--- src/rtl/cbe_pkg.sv ---
// ----------------------------------------------------------------------------
// cbe_pkg
// Shared types and constants of the cubic Bezier easing block: default
// sizes, register indexes, the datapath operation codes and the command and
// status groups between controller and datapath.
// ----------------------------------------------------------------------------
package cbe_pkg;

  // Default sizes.
  localparam int DEF_FRAC_BITS    = 16;
  localparam int DEF_NEWTON_STEPS = 8;
  localparam int DEF_BISECT_STEPS = 16;

  // Configuration register indexes.
  localparam int CFG_IDX_W = 3;
  localparam logic [CFG_IDX_W-1:0] REG_X1 = 3'd0;
  localparam logic [CFG_IDX_W-1:0] REG_Y1 = 3'd1;
  localparam logic [CFG_IDX_W-1:0] REG_X2 = 3'd2;
  localparam logic [CFG_IDX_W-1:0] REG_Y2 = 3'd3;

  // Datapath operations, one per cycle.
  typedef enum logic [4:0] {
    OP_NOP        = 5'd0,
    OP_LOAD       = 5'd1,
    OP_EVAL_S     = 5'd2,
    OP_EVAL_MID   = 5'd3,
    OP_M_A        = 5'd4,
    OP_M_B        = 5'd5,
    OP_M_C        = 5'd6,
    OP_M_B1       = 5'd7,
    OP_M_B2       = 5'd8,
    OP_M_B3       = 5'd9,
    OP_M_P1       = 5'd10,
    OP_M_P2       = 5'd11,
    OP_SUM        = 5'd12,
    OP_M_D1       = 5'd13,
    OP_M_D2       = 5'd14,
    OP_M_D3       = 5'd15,
    OP_DSUM       = 5'd16,
    OP_DIV_START  = 5'd17,
    OP_DIV_STEP   = 5'd18,
    OP_NEWTON_UPD = 5'd19,
    OP_BIS        = 5'd20,
    OP_SAVE_N     = 5'd21,
    OP_PICK       = 5'd22,
    OP_OUT        = 5'd23
  } op_t;

  // Command from controller to datapath.
  typedef struct packed {
    op_t  op;
    logic sel_y;
  } dp_cmd_t;

  // Status from datapath to controller.
  typedef struct packed {
    logic t_clamp;
    logic dx_zero;
    logic div_done;
  } dp_stat_t;

endpackage

--- src/rtl/cbe_datapath.sv ---
// ----------------------------------------------------------------------------
// cbe_datapath
// Fixed-point datapath: one shared rounding multiplier, the Bernstein sums,
// a radix-2 restoring divider for the Newton step and the bisection bounds.
// ----------------------------------------------------------------------------
module cbe_datapath #(
  parameter int FRAC_BITS = cbe_pkg::DEF_FRAC_BITS
) (
  input  logic                           clk,
  input  logic                           rst,
  input  cbe_pkg::dp_cmd_t               cmd,
  output cbe_pkg::dp_stat_t              stat,
  input  logic signed [FRAC_BITS+2:0]    progress,
  input  logic        [FRAC_BITS:0]      ctrl_x1,
  input  logic signed [FRAC_BITS+2:0]    ctrl_y1,
  input  logic        [FRAC_BITS:0]      ctrl_x2,
  input  logic signed [FRAC_BITS+2:0]    ctrl_y2,
  output logic signed [FRAC_BITS+2:0]    eased,
  output logic                           done
);
  import cbe_pkg::*;

  localparam int F  = FRAC_BITS;
  localparam int XW = F + 1;
  localparam int YW = F + 3;
  localparam int OW = F + 4;
  localparam int AW = F + 6;
  localparam int NW = AW + 1 + F;
  localparam int SW = NW + 2;
  localparam int CW = $clog2(NW + 1);
  localparam logic [XW-1:0] ONE_X = XW'(1) << F;
  localparam logic signed [YW-1:0] ONE_Y = YW'(1) << F;
  localparam logic signed [YW-1:0] Y_MIN = -(ONE_Y <<< 1);
  localparam logic signed [YW-1:0] Y_MAX = (ONE_Y <<< 1) + ONE_Y;
  localparam logic [2*OW-1:0] HALF = (2*OW)'(1) << (F - 1);

  // Registers.
  logic signed [YW-1:0] t;
  logic                 t_le0;
  logic                 t_clamp;
  logic [XW-1:0]        s, lo, hi, e;
  logic signed [OW-1:0] pa, pb, pc, pb1, pb2, pb3, pm1, pm2, pm3;
  logic signed [AW-1:0] acc, dx;
  logic [AW:0]          xn_err;
  logic [AW-1:0]        rem, den;
  logic [NW-1:0]        quo;
  logic [CW-1:0]        dcnt;
  logic                 dneg;

  // Clamped control points.
  logic [XW-1:0]        x1c, x2c;
  logic signed [OW-1:0] x1s, x2s, y1s, y2s, dxx, omx2;
  logic signed [YW-1:0] y1c, y2c;

  always_comb begin
    x1c = (ctrl_x1 > ONE_X) ? ONE_X : ctrl_x1;
    x2c = (ctrl_x2 > ONE_X) ? ONE_X : ctrl_x2;
    y1c = (ctrl_y1 < Y_MIN) ? Y_MIN : ((ctrl_y1 > Y_MAX) ? Y_MAX : ctrl_y1);
    y2c = (ctrl_y2 < Y_MIN) ? Y_MIN : ((ctrl_y2 > Y_MAX) ? Y_MAX : ctrl_y2);
    x1s = $signed({{(OW-XW){1'b0}}, x1c});
    x2s = $signed({{(OW-XW){1'b0}}, x2c});
    y1s = OW'(y1c);
    y2s = OW'(y2c);
    dxx = x2s - x1s;
    omx2 = $signed({{(OW-XW){1'b0}}, ONE_X}) - x2s;
  end

  // Shared multiplier operands.
  logic signed [OW-1:0] e_s, inv_s, ma, mb, mr;
  logic [OW-1:0]        amag, bmag;
  logic [2*OW-1:0]      prod, rnd;
  logic [OW-1:0]        rmag;
  logic                 mneg;

  always_comb begin
    e_s   = $signed({{(OW-XW){1'b0}}, e});
    inv_s = $signed({{(OW-XW){1'b0}}, ONE_X - e});
    ma = '0;
    mb = '0;
    case (cmd.op)
      OP_M_A:  begin ma = inv_s; mb = inv_s; end
      OP_M_B:  begin ma = inv_s; mb = e_s; end
      OP_M_C:  begin ma = e_s;   mb = e_s; end
      OP_M_B1: begin ma = pa;    mb = e_s; end
      OP_M_B2: begin ma = pb;    mb = e_s; end
      OP_M_B3: begin ma = pc;    mb = e_s; end
      OP_M_P1: begin ma = pb1;   mb = cmd.sel_y ? y1s : x1s; end
      OP_M_P2: begin ma = pb2;   mb = cmd.sel_y ? y2s : x2s; end
      OP_M_D1: begin ma = pa;    mb = x1s; end
      OP_M_D2: begin ma = pb;    mb = dxx; end
      OP_M_D3: begin ma = pc;    mb = omx2; end
      default: begin ma = '0;    mb = '0; end
    endcase
  end

  // Product rounded to nearest, ties away from zero.
  always_comb begin
    mneg = ma[OW-1] ^ mb[OW-1];
    amag = ma[OW-1] ? OW'(-ma) : OW'(ma);
    bmag = mb[OW-1] ? OW'(-mb) : OW'(mb);
    prod = (2*OW)'(amag) * (2*OW)'(bmag);
    rnd  = prod + HALF;
    rmag = OW'(rnd >> F);
    mr   = mneg ? -$signed(rmag) : $signed(rmag);
  end

  // Bernstein sums and error terms.
  logic signed [AW-1:0] e1, e2, e3, sum_b, sum_d, t_ext;
  logic signed [AW:0]   diff;
  logic [AW:0]          err;

  always_comb begin
    e1 = AW'(pm1);
    e2 = AW'(pm2);
    e3 = AW'(pm3);
    sum_b = e1 + (e1 <<< 1) + e2 + (e2 <<< 1) + AW'(pb3);
    sum_d = e1 + (e1 <<< 1) + (e2 <<< 1) + (e2 <<< 2) + e3 + (e3 <<< 1);
    t_ext = AW'(t);
    diff  = (AW+1)'(acc) - (AW+1)'(t_ext);
    err   = diff[AW] ? (AW+1)'(-diff) : (AW+1)'(diff);
  end

  // Divider step and Newton update.
  logic [AW:0]          trial;
  logic                 qbit;
  logic signed [SW-1:0] q_ext, s_new;

  always_comb begin
    trial = {rem, quo[NW-1]};
    qbit  = (trial >= {1'b0, den});
    q_ext = $signed({2'b00, quo});
    if (dneg) begin
      q_ext = -q_ext;
    end
    s_new = $signed({{(SW-XW){1'b0}}, s}) - q_ext;
  end

  // Control registers of the datapath.
  always_ff @(posedge clk) begin
    if (rst) begin
      done    <= 1'b0;
      t_clamp <= 1'b0;
      t_le0   <= 1'b0;
      dcnt    <= '0;
    end else begin
      done <= (cmd.op == OP_OUT);
      if (cmd.op == OP_LOAD) begin
        t_le0   <= (progress <= 0);
        t_clamp <= (progress <= 0) || (progress >= ONE_Y);
      end
      if (cmd.op == OP_DIV_START) begin
        dcnt <= '0;
      end else if (cmd.op == OP_DIV_STEP) begin
        dcnt <= dcnt + 1'b1;
      end
    end
  end

  // Payload registers.
  always_ff @(posedge clk) begin
    case (cmd.op)
      OP_LOAD: begin
        t  <= progress;
        s  <= progress[XW-1:0];
        lo <= '0;
        hi <= ONE_X;
      end
      OP_EVAL_S:   e <= s;
      OP_EVAL_MID: e <= XW'(({1'b0, lo} + {1'b0, hi}) >> 1);
      OP_M_A:  pa  <= mr;
      OP_M_B:  pb  <= mr;
      OP_M_C:  pc  <= mr;
      OP_M_B1: pb1 <= mr;
      OP_M_B2: pb2 <= mr;
      OP_M_B3: pb3 <= mr;
      OP_M_P1: pm1 <= mr;
      OP_M_P2: pm2 <= mr;
      OP_M_D1: pm1 <= mr;
      OP_M_D2: pm2 <= mr;
      OP_M_D3: pm3 <= mr;
      OP_SUM:  acc <= sum_b;
      OP_DSUM: dx  <= sum_d;
      OP_DIV_START: begin
        dneg <= diff[AW] ^ dx[AW-1];
        quo  <= {err, {F{1'b0}}};
        den  <= dx[AW-1] ? AW'(-dx) : AW'(dx);
        rem  <= '0;
      end
      OP_DIV_STEP: begin
        rem <= qbit ? AW'(trial - {1'b0, den}) : trial[AW-1:0];
        quo <= {quo[NW-2:0], qbit};
      end
      OP_NEWTON_UPD: begin
        if (s_new < 0) begin
          s <= '0;
        end else if (s_new > $signed({{(SW-XW){1'b0}}, ONE_X})) begin
          s <= ONE_X;
        end else begin
          s <= s_new[XW-1:0];
        end
      end
      OP_BIS: begin
        if (acc < t_ext) begin
          lo <= e;
        end else begin
          hi <= e;
        end
      end
      OP_SAVE_N: xn_err <= err;
      OP_PICK: begin
        if (!(xn_err < err)) begin
          s <= e;
        end
      end
      OP_OUT: begin
        if (t_le0) begin
          eased <= '0;
        end else if (t_clamp) begin
          eased <= ONE_Y;
        end else if (acc < AW'(Y_MIN)) begin
          eased <= Y_MIN;
        end else if (acc > AW'(Y_MAX)) begin
          eased <= Y_MAX;
        end else begin
          eased <= acc[YW-1:0];
        end
      end
      default: begin
      end
    endcase
  end

  // Status back to the controller.
  always_comb begin
    stat.t_clamp  = t_clamp;
    stat.dx_zero  = (dx == '0);
    stat.div_done = (dcnt == CW'(NW));
  end

endmodule

--- src/rtl/cbe_ctrl.sv ---
// ----------------------------------------------------------------------------
// cbe_ctrl
// Controller: sequences the Newton steps, the bisection steps, the choice
// between the two answers and the final y evaluation, one datapath
// operation per cycle.
// ----------------------------------------------------------------------------
module cbe_ctrl #(
  parameter int NEWTON_STEPS = cbe_pkg::DEF_NEWTON_STEPS,
  parameter int BISECT_STEPS = cbe_pkg::DEF_BISECT_STEPS
) (
  input  logic              clk,
  input  logic              rst,
  input  logic              start,
  output logic              busy,
  output cbe_pkg::dp_cmd_t  cmd,
  input  cbe_pkg::dp_stat_t stat
);
  import cbe_pkg::*;

  localparam int MAXI = (NEWTON_STEPS > BISECT_STEPS) ? NEWTON_STEPS : BISECT_STEPS;
  localparam int IW   = $clog2(MAXI + 1);

  typedef enum logic [7:0] {
    ST_IDLE   = 8'b0000_0001,
    ST_LOAD   = 8'b0000_0010,
    ST_NEVAL  = 8'b0000_0100,
    ST_NDIV   = 8'b0000_1000,
    ST_BISECT = 8'b0001_0000,
    ST_FINN   = 8'b0010_0000,
    ST_FINB   = 8'b0100_0000,
    ST_YEVAL  = 8'b1000_0000
  } state_t;

  state_t        state, state_next;
  logic [3:0]    uc, uc_next;
  logic [IW-1:0] iter, iter_next;

  // Curve evaluation steps shared by every evaluation phase.
  function automatic op_t eval_op(input logic [3:0] k);
    op_t r;
    case (k)
      4'd1:    r = OP_M_A;
      4'd2:    r = OP_M_B;
      4'd3:    r = OP_M_C;
      4'd4:    r = OP_M_B1;
      4'd5:    r = OP_M_B2;
      4'd6:    r = OP_M_B3;
      4'd7:    r = OP_M_P1;
      4'd8:    r = OP_M_P2;
      4'd9:    r = OP_SUM;
      default: r = OP_NOP;
    endcase
    return r;
  endfunction

  // Next state and command.
  always_comb begin
    state_next = state;
    uc_next    = uc;
    iter_next  = iter;
    cmd.op     = OP_NOP;
    cmd.sel_y  = (state == ST_YEVAL);
    case (state)
      ST_IDLE: begin
        if (start) begin
          cmd.op     = OP_LOAD;
          state_next = ST_LOAD;
          uc_next    = '0;
          iter_next  = '0;
        end
      end
      ST_LOAD: begin
        if (stat.t_clamp) begin
          cmd.op     = OP_OUT;
          state_next = ST_IDLE;
        end else begin
          state_next = ST_NEVAL;
        end
      end
      ST_NDIV: begin
        if (!stat.div_done) begin
          cmd.op = OP_DIV_STEP;
        end else begin
          cmd.op  = OP_NEWTON_UPD;
          uc_next = '0;
          if (iter == IW'(NEWTON_STEPS - 1)) begin
            iter_next  = '0;
            state_next = ST_BISECT;
          end else begin
            iter_next  = iter + 1'b1;
            state_next = ST_NEVAL;
          end
        end
      end
      ST_NEVAL, ST_BISECT, ST_FINN, ST_FINB, ST_YEVAL: begin
        uc_next = uc + 1'b1;
        if (uc == 4'd0) begin
          cmd.op = ((state == ST_BISECT) || (state == ST_FINB)) ? OP_EVAL_MID : OP_EVAL_S;
        end else if (uc < 4'd10) begin
          cmd.op = eval_op(uc);
        end else if (state == ST_NEVAL) begin
          // Slope terms, then either stop early or start the division.
          case (uc)
            4'd10: cmd.op = OP_M_D1;
            4'd11: cmd.op = OP_M_D2;
            4'd12: cmd.op = OP_M_D3;
            4'd13: cmd.op = OP_DSUM;
            default: begin
              uc_next = '0;
              if (stat.dx_zero) begin
                iter_next  = '0;
                state_next = ST_BISECT;
              end else begin
                cmd.op     = OP_DIV_START;
                state_next = ST_NDIV;
              end
            end
          endcase
        end else begin
          uc_next = '0;
          case (state)
            ST_BISECT: begin
              cmd.op = OP_BIS;
              if (iter == IW'(BISECT_STEPS - 1)) begin
                iter_next  = '0;
                state_next = ST_FINN;
              end else begin
                iter_next = iter + 1'b1;
              end
            end
            ST_FINN: begin
              cmd.op     = OP_SAVE_N;
              state_next = ST_FINB;
            end
            ST_FINB: begin
              cmd.op     = OP_PICK;
              state_next = ST_YEVAL;
            end
            default: begin
              cmd.op     = OP_OUT;
              state_next = ST_IDLE;
            end
          endcase
        end
      end
      default: begin
        state_next = ST_IDLE;
      end
    endcase
  end

  // State registers.
  always_ff @(posedge clk) begin
    if (rst) begin
      state <= ST_IDLE;
      uc    <= '0;
      iter  <= '0;
    end else begin
      state <= state_next;
      uc    <= uc_next;
      iter  <= iter_next;
    end
  end

  assign busy = (state != ST_IDLE);

  // An accepted beat always makes the block busy in the next cycle.
  a_accept_busy: assert property (@(posedge clk) disable iff (rst)
    start && !busy |=> busy) else $error("accepted beat did not raise busy");

  // The divider is never stepped past its last quotient bit.
  a_div_bound: assert property (@(posedge clk) disable iff (rst)
    cmd.op == OP_DIV_STEP |-> !stat.div_done) else $error("divider overrun");

  // Step counters stay within their loop bounds.
  a_iter_bound: assert property (@(posedge clk) disable iff (rst)
    (state == ST_NDIV) |-> (iter < IW'(NEWTON_STEPS))) else $error("Newton count overrun");

  a_bis_bound: assert property (@(posedge clk) disable iff (rst)
    (state == ST_BISECT) |-> (iter < IW'(BISECT_STEPS))) else $error("bisection count overrun");

endmodule

--- src/rtl/cubic_bezier_easing.sv ---
// ----------------------------------------------------------------------------
// cubic_bezier_easing
// Cubic Bezier timing curve from (0,0) to (1,1) in fixed point. Holds the
// control point registers and joins the controller and the datapath.
//
//   channel   signals                                  direction
//   input     start, busy, progress                    start in, busy out
//   result    done, eased                              out, one cycle strobe
//   config    cfg_valid, cfg_ready, cfg_index, cfg_data write channel
//
// A beat is taken when start is high and busy is low. A progress value at or
// outside [0,1] skips the solver: the load state goes straight to the output
// step. Otherwise the item runs the Newton steps, the bisection steps and the
// y evaluation on the one shared multiplier and the bit-serial divider of the
// Newton step, whose quotient has NW = 2*F+7 bits. Reset is synchronous and
// returns the control points to their defaults. The receiver cannot stall:
// each result appears for one cycle with done high.
// ----------------------------------------------------------------------------
module cubic_bezier_easing #(
  parameter int FRAC_BITS    = cbe_pkg::DEF_FRAC_BITS,
  parameter int NEWTON_STEPS = cbe_pkg::DEF_NEWTON_STEPS,
  parameter int BISECT_STEPS = cbe_pkg::DEF_BISECT_STEPS
) (
  input  logic                              clk,
  input  logic                              rst,
  input  logic                              start,
  output logic                              busy,
  input  logic signed [FRAC_BITS+2:0]       progress,
  output logic                              done,
  output logic signed [FRAC_BITS+2:0]       eased,
  input  logic                              cfg_valid,
  output logic                              cfg_ready,
  input  logic [cbe_pkg::CFG_IDX_W-1:0]     cfg_index,
  input  logic [FRAC_BITS+2:0]              cfg_data
);
  import cbe_pkg::*;

  localparam int XW = FRAC_BITS + 1;
  localparam int YW = FRAC_BITS + 3;
  localparam int ONE_I = 1 << FRAC_BITS;
  localparam int Y1_RST = (ONE_I + 5) / 10;

  logic [XW-1:0]        ctrl_x1, ctrl_x2;
  logic signed [YW-1:0] ctrl_y1, ctrl_y2;
  dp_cmd_t              cmd;
  dp_stat_t             stat;

  // Control point registers.
  assign cfg_ready = 1'b1;

  always_ff @(posedge clk) begin
    if (rst) begin
      ctrl_x1 <= XW'(ONE_I >> 2);
      ctrl_y1 <= YW'(Y1_RST);
      ctrl_x2 <= XW'(ONE_I >> 2);
      ctrl_y2 <= YW'(ONE_I);
    end else if (cfg_valid && cfg_ready) begin
      case (cfg_index)
        REG_X1:  ctrl_x1 <= cfg_data[XW-1:0];
        REG_Y1:  ctrl_y1 <= $signed(cfg_data);
        REG_X2:  ctrl_x2 <= cfg_data[XW-1:0];
        REG_Y2:  ctrl_y2 <= $signed(cfg_data);
        default: begin
        end
      endcase
    end
  end

  // Sequencer.
  cbe_ctrl #(
    .NEWTON_STEPS (NEWTON_STEPS),
    .BISECT_STEPS (BISECT_STEPS)
  ) u_ctrl (
    .clk   (clk),
    .rst   (rst),
    .start (start),
    .busy  (busy),
    .cmd   (cmd),
    .stat  (stat)
  );

  // Arithmetic.
  cbe_datapath #(
    .FRAC_BITS (FRAC_BITS)
  ) u_dp (
    .clk      (clk),
    .rst      (rst),
    .cmd      (cmd),
    .stat     (stat),
    .progress (progress),
    .ctrl_x1  (ctrl_x1),
    .ctrl_y1  (ctrl_y1),
    .ctrl_x2  (ctrl_x2),
    .ctrl_y2  (ctrl_y2),
    .eased    (eased),
    .done     (done)
  );

endmodule

--- config.mk ---
export PLATFORM = sky130hd
export DESIGN_NAME = cubic_bezier_easing
export DESIGN_NICKNAME = d
export VERILOG_FILES = /design/src/rtl/cbe_pkg.sv /design/src/rtl/cbe_datapath.sv /design/src/rtl/cbe_ctrl.sv /design/src/rtl/cubic_bezier_easing.sv
export SDC_FILE = /design/constraint.sdc
export NUM_CORES = 2
export LEC_CHECK = 0
export BUFFER_PORTS_ARGS = -buffer_cell sky130_fd_sc_hd__buf_2
export CAP_MARGIN = 20
export CORE_UTILIZATION = 55
export CTS_BUF_LIST = sky130_fd_sc_hd__clkbuf_4 sky130_fd_sc_hd__clkbuf_8
export DETAILED_ROUTE_END_ITERATION = 8
export PLACE_DENSITY_LB_ADDON = 0.1
export SLEW_MARGIN = 20
export SYNTH_ARGS = -nofsm -noshare
export SYNTH_HDL_FRONTEND = slang
export SYNTH_SLANG_ARGS = --single-unit
--- constraint.sdc ---
create_clock -name clk -period 33.3 [get_ports clk]
set_input_delay 9.99 -clock clk [delete_from_list [all_inputs] [get_ports clk]]
set_output_delay 9.99 -clock clk [all_outputs]
set_load 0.005 [all_outputs]
---- Word-level counts from Yosys, hierarchy flattened ----
Memories as Yosys holds them, arrays and structs flattened. A register that Yosys moved wholly into a read port is not among the register bits.
Index checks and enable logic that the tools add are counted.
storage, ports and cells
  flip-flop bits (word level) ............. 535
  memory bits (read-only) ................. 64
  bits of input ports ..................... 45
  output and inout port bits .............. 22
  logic and storage cells ................. 240
  memories ................................ 1
memories
  memory            depth  width  rd ports  clocked after Yosys merged registers in  write ports  line            text
  (name not given)  16     4      1         1                                        0            cbe_ctrl.sv:41  case (k)
cells by class
  add/subtract/negate cells ............... 25
  multiply operators ...................... 1
  order comparisons ....................... 16
  equal/unequal tests ..................... 53
  multiplexer cells ....................... 74
  bitwise gates (word level) .............. 2
  reductions and logical operators ........ 32
operator list
  kind                    count
  $pmux 20 s7             2
  $mux 17                 8
  $mux 19                 6
  $pmux 17 s2             3
  $mux 20                 5
  $mux 5                  17
  $pmux 39 s2             1
  $add 22x20->22          3
  $add 22x21->22          3
  $neg 20->20             3
  $mux 8                  7
  $pmux 17 s3             1
  $eq 5x4->1 const B      9
  $pmux 22 s2             1
  $gt 41x18->1 const B    1
  $lt 41x1->1 const B     1
  $mux 41                 1
  $neg 39->41             1
  $sub 18x41->41          1
  $eq 5x5->1 const B      8
  $pmux 5 s4              2
  $gt 19x19->1 const B    2
  $lt 19x18->1 const B    2
  $add 36x16->36 const B  1
  other kinds (69)        114

---- Depth between registers and ports, before layout ----
  depth after elaboration ................. 16
  depth in mapped cells ................... 50
  depth with buffers taken out ............ 49

---- By module ----
From an unflattened synthesis, not the netlist that was laid out.
second synthesis, totals
  cells, all modules ...................... 5079
  area, all modules ....................... 49288.5 µm²
by module, submodules not included
  module               times used  cells an instance  area an instance (µm²)  sequential area each (µm²)
  cbe_datapath         1           4572               44520.2                 13302.8
  cubic_bezier_easing  1           272                2925.3                  1441.4
  cbe_ctrl             1           235                1843.0                  420.4

---- Worst setup path before layout ----
No wires, ideal clock.
  kind .................................... input to register
  start point ............................. input start
  end point ............................... register u_dp.pa[19] (data pin)
  setup time .............................. 0.243 ns
  arrival ................................. 20.054 ns
  required time ........................... 33.057 ns
  slack ................................... 13.004 ns
  cell stages on the path ................. 39
  buffers on the path ..................... 0
  cell sequence ........................... nand3_1 > o2111a_1 > o211ai_1 > nor2_1 > o21a_1 > a2111oi_2 > nand3_1 > nor2_2 > nand3_1 > nor3_1 > nor2_1 > xnor2_1 > nand2_1 > fa_1 > inv_1 > fa_1 > inv_1 > fa_1 > [... 3 more ...] > fa_1 > inv_1 > fa_1 > inv_1 > ha_1 > nand2_1 > nand3_1 > o2111ai_1 > or2_2 > or4_4 > o311ai_2 > a31oi_1 > xnor2_1 > or3_1 > nor3_2 > nand3b_1 > o31ai_1 > xnor2_1
on the way
  longest elaborated chain between the ends .. 11
  elaborated cells on any way between the ends .. 29
  those cells by class .................... 4 x add/sub; 1 x mul; 11 x eq/ne; 7 x mux; 1 x bitwise; 5 x reduce/logical
RTL lines
  what                                                                 line                                     text
  start: declaration                                                   cubic_bezier_easing.sv:26                input logic start,
  $mux 1 *                                                             cbe_ctrl.sv:65                           if (start) begin
  $pmux 5 s4 *                                                         cbe_ctrl.sv:63                           case (state)
  $eq 5x3->1 or $eq 5x4->1 (tied branches)                             cbe_datapath.sv:80                       case (cmd.op)
  $reduce_or 5->1 (no source line) or $reduce_or 2->1 (tied branches)  --
  $pmux 20 s7                                                          cbe_datapath.sv:80
  $neg 20->20, on equally long branches                                cbe_datapath.sv:100, cbe_datapath.sv:99
  $mux 20, on equally long branches                                    cbe_datapath.sv:100, cbe_datapath.sv:99
  $mul 20x20->36                                                       cbe_datapath.sv:101                      prod = (2*OW)'(amag) * (2*OW)'(bmag);
  $add 36x16->36                                                       cbe_datapath.sv:102                      rnd = prod + HALF;
  $neg 20->20                                                          cbe_datapath.sv:104                      mr = mneg ? -$signed(rmag) : $signed(rmag);
  $mux 20 *                                                            cbe_datapath.sv:104
  via u_dp.mr[19]                                                      cbe_datapath.sv:69                       logic signed [OW-1:0] e_s, inv_s, ma, mb, mr;
  end signal: assignment                                               cbe_datapath.sv:170                      OP_M_A: pa <= mr;
  end: declaration                                                     cbe_datapath.sv:42                       logic signed [OW-1:0] pa, pb, pc, pb1, pb2, pb3, pm1, pm2, pm3;
Mark *: on every way through the listed nets, which the timed path passes. The rest lies on a longest branch.
A chain may end at the register's enable or synchronous reset.

---- Worst setup path in the final report ----
  start point ............................. input start
  end point ............................... register u_dp.pb2[19] (data pin)
on the way
  longest elaborated chain between the ends .. 11
  elaborated cells on any way between the ends .. 29
  those cells by class .................... 4 x add/sub; 1 x mul; 11 x eq/ne; 7 x mux; 1 x bitwise; 5 x reduce/logical
RTL lines
  what                                                                 line                                     text
  $mux 1 *                                                             cbe_ctrl.sv:65
  $pmux 5 s4 *                                                         cbe_ctrl.sv:63
  $eq 5x3->1 or $eq 5x4->1 (tied branches)                             cbe_datapath.sv:80
  $reduce_or 5->1 (no source line) or $reduce_or 2->1 (tied branches)  --
  $pmux 20 s7                                                          cbe_datapath.sv:80
  $neg 20->20, on equally long branches                                cbe_datapath.sv:100, cbe_datapath.sv:99
  $mux 20, on equally long branches                                    cbe_datapath.sv:100, cbe_datapath.sv:99
  $mul 20x20->36                                                       cbe_datapath.sv:101
  $add 36x16->36                                                       cbe_datapath.sv:102
  $neg 20->20                                                          cbe_datapath.sv:104
  $mux 20 *                                                            cbe_datapath.sv:104
  via u_dp.mr[19]                                                      cbe_datapath.sv:69
  end signal: assignment                                               cbe_datapath.sv:174                      OP_M_B2: pb2 <= mr;
  end: declaration                                                     cbe_datapath.sv:42
Marked as above.

==> summary.txt <==
Die
  • Die height: 297 um
  • Core area: 85,700 um^2
  • Cell row count: 107
  • Starting Density: 55.9%
  • Die extent in x: 297 um
  • IO Count: 67
  • Total die area: 88,300 um^2

Setup path
  • CP arrival: 22.59 ns
  • Crit path top cell by count: fa_1
  • Critical Path Fanout Max: 53
  • Slowest CP cell: nor4bb_1
  • FF-to-FF setup slack: 18.22 ns
  • Critical path class: in -> reg
  • CP required: 33.69 ns
  • Startpoint class of the critical path: input pin
  • CP max stage delay: 0.89 ns
  • CP endpoint kind: flip-flop

Global route
  • Vias in the first global route: 36,900
  • Global route overflow: 0
  • Tot GR Track Use: 30.8%
  • First-pass GRT wire length: 211,000 um
  • Initial antenna violation count: 3
  • Pin count of the biggest net entering global routing: 62

Clock network
  • H-tree lvl count: 3
  • Hold-fix buffer count after cts: 0
  • CTS sink count: 539
  • CTS max path bufs: 3
  • # resized after CTS: 0
  • CTS Buf Count: 88
  • Postcts setup bufs: 0
  • Worst-Skew Late Latency: 0.74 ns
  • CTS tree: built
  • Worst-path clk slew: 0.06 ns
  • Root Buffer Master: clkbuf_8

Detailed routing
  • Routed wire length: 135,000 um
  • Wire per inst: 21.2 um
  • 1st-iter DRT viols: 3,408
  • Drc violations: 0
  • Pre-antenna DRT Iters: 6
  • Post-detailed-route via-to-cell ratio: 5.85
  • Vias: 37,400
  • Routed Antenna Nets: 0

Timing
  • Fin crit period: 22.21 ns
  • Worst Tran Pin Value: 1.25 ns
  • TNS Setup: 0 ns
  • Clk_skew: 0.0531 ns
  • Worst hold margin: 0.478 ns
  • Final hold violations: 0
  • Final setup violation count: 0
  • RSZ-0062 raised after global routing: no
  • Max-slew violation count: 0
  • Max Freq: 0.0450 GHz
  • Tcrit/Tclk final: 66.7%
  • Max transition margin: 16.4%

Layout
  • Fin util: 60.6%
  • Filler cells: 7,436
  • Commonest cells after routing, fill and taps aside: inv_1 (737), nand2_1 (543), edfxtp_1 (437)
  • Layout cells sized above 1: 7.82%
  • Commonest non-fill, non-tap cell in the layout: inv_1
  • P&R area growth vs syn: 8.38%
  • Final Net Count: 5,970

Synth
  • Register bit total from synthesis: 539
  • Synth warnings: 0
  • Post-synthesis cell area: 47,900 um^2
  • Netlist cell types: 103
  • Synth Flop Type: edfxtp_1
  • Number of synthesized flops with an enable pin: 437
  • Synth area leader: edfxtp_1
  • Average size of a mapped cell: 9.48 um^2
  • Mapped Cells: 5,055
  • Register area share after synthesis: 31.7%
  • Asr flop ratio synth: 0%
  • Yosys top cell area share: 27.4%
  • Synth area leaders: edfxtp_1 (27%), fa_1 (18%), ha_1 (8.7%)

Power and ir drop
  • Static Leakage: 21.9 nW
  • PwrDens: 41.9 nW/um^2
  • Worst VDD drop: 0.0000460 V

Outcome
  • Status: finished, final reports clean

Job
  • Maxcap violations: 0

Worst hold path
  • Worst hold path class: reg -> reg

Placed design
  • Final Wtd Congestion: 0.940
  • DPL Wire Length: 106,000 um
  • # port buffers: 65
logic make-up (layout without fill, tap and decap cells):
logic type	count (synthesis)	in the layout	synth area share, %
AOI/OAI and AO/OA	904	904	12.2
xor gates and xnor gates	309	309	5.69
adders and majority gates	755	755	26.3
buffers and inverters	901	1057	7.15
DFF	539	539	31.7
muxes	47	47	1.04
other	2	36	0.0157
and+or+nand+nor	1598	1598	16.0
worst max-delay path, delay by kind of cell:
family / cells / cell delay [ns]
xor+xnor: 2 / 1.24
fa+ha+maj: 8 / 3.93
compound gates: 6 / 1.69
buf+inv: 7 / 1.03
simple gates: 18 / 4.65
per-stage QoR:
step,area [um^2],total power [mW],std cells,setup WS [ns]
2_1_floorplan,48000,1.33,5087,13.00
3_3_place_gp,49900,1.53,6224,10.84
3_5_place_dp,49900,1.54,6224,10.52
4_1_cts,51900,2.18,6387,11.26
5_1_grt,51900,2.29,6388,10.40
6_report,51900,2.17,6389,11.09
sequential cells by signal, summed over array words and instances (netlist names), 19 cells and up, named ones only:
name / count
u_dp.pm3: 20
u_dp.acc: 22
u_dp.pb2: 20
u_dp.pm2: 20
u_dp.dx: 22
u_dp.xn_err: 23
u_dp.t: 19
u_dp.pa: 20
ctrl_y1: 19
u_dp.eased: 19
u_dp.quo: 39
u_dp.pc: 20
u_dp.pb1: 20
u_dp.pm1: 20
u_dp.pb3: 20
ctrl_y2: 19
u_dp.pb: 20
u_dp.den: 22
u_dp.rem: 22
per-layer routing:
layer	up-vias	track usage [%]	part of all wire [%]	wire length, um
li1	17400	-	-	-
met1	18300	42.9	43	57900
met2	1480	49.6	46	62500
met3	257	4.27	7.9	10700
met4	0	10.1	3.2	4350
met5	-	0	0	0
cell type report:
cell class | instances | area [um^2] | area share [%]
inverters | 741 | 2780 | 5.36
diodes | 2 | 5.00 | 0.00964
clock buffers | 121 | 1500 | 2.89
clock inverters | 42 | 432 | 0.831
flip-flops and latches | 539 | 15200 | 29.2
repair buffers | 153 | 986 | 1.90
multi-input cells | 3647 | 29600 | 57.0
well taps | 1144 | 1430 | 2.76
where the power goes:
group | total, mW | internal (mW) | switching (mW) | leakage (nW)
combinational | 0.683 | 0.242 | 0.441 | 16.2
clock | 0.638 | 0.352 | 0.286 | 1.01
sequential | 0.853 | 0.816 | 0.0370 | 4.72
synth_stat cells, drive strengths merged, types with 24 or more instances:
| library cell | count |
|---|---|
| a21boi | 38 |
| dfxtp | 102 |
| a21o | 35 |
| a211oi | 37 |
| or3 | 38 |
| nor2b | 56 |
| mux2i | 36 |
| o21ai | 217 |
| and2 | 99 |
| and3 | 43 |
| or2 | 24 |
| a21oi | 275 |
| nand2b | 55 |
| nor4 | 48 |
| nor2 | 390 |
| o31ai | 44 |
| nand4 | 40 |
| nand3 | 92 |
| nand2 | 544 |
| edfxtp | 437 |
| buf | 26 |
| fa | 420 |
| xor2 | 102 |
| inv | 738 |
| clkbuf | 134 |
| ha | 335 |
| nor3 | 89 |
| xnor2 | 206 |
worst paths after layout:
path	from	endpoint	depth (start not counted)
min reg2reg	ctrl_x1[0]$_SDFFE_PP0P_	ctrl_x1[0]$_SDFFE_PP0P_	2
max reg2reg	u_ctrl.state[4]$_SDFFE_PP0P_	u_dp.pb1[19]$_DFFE_PP_	42
min	ctrl_x1[0]$_SDFFE_PP0P_	ctrl_x1[0]$_SDFFE_PP0P_	2
max	start	u_dp.pb2[19]$_DFFE_PN_	41
Note: power is estimated with default switching activity, not from simulation.
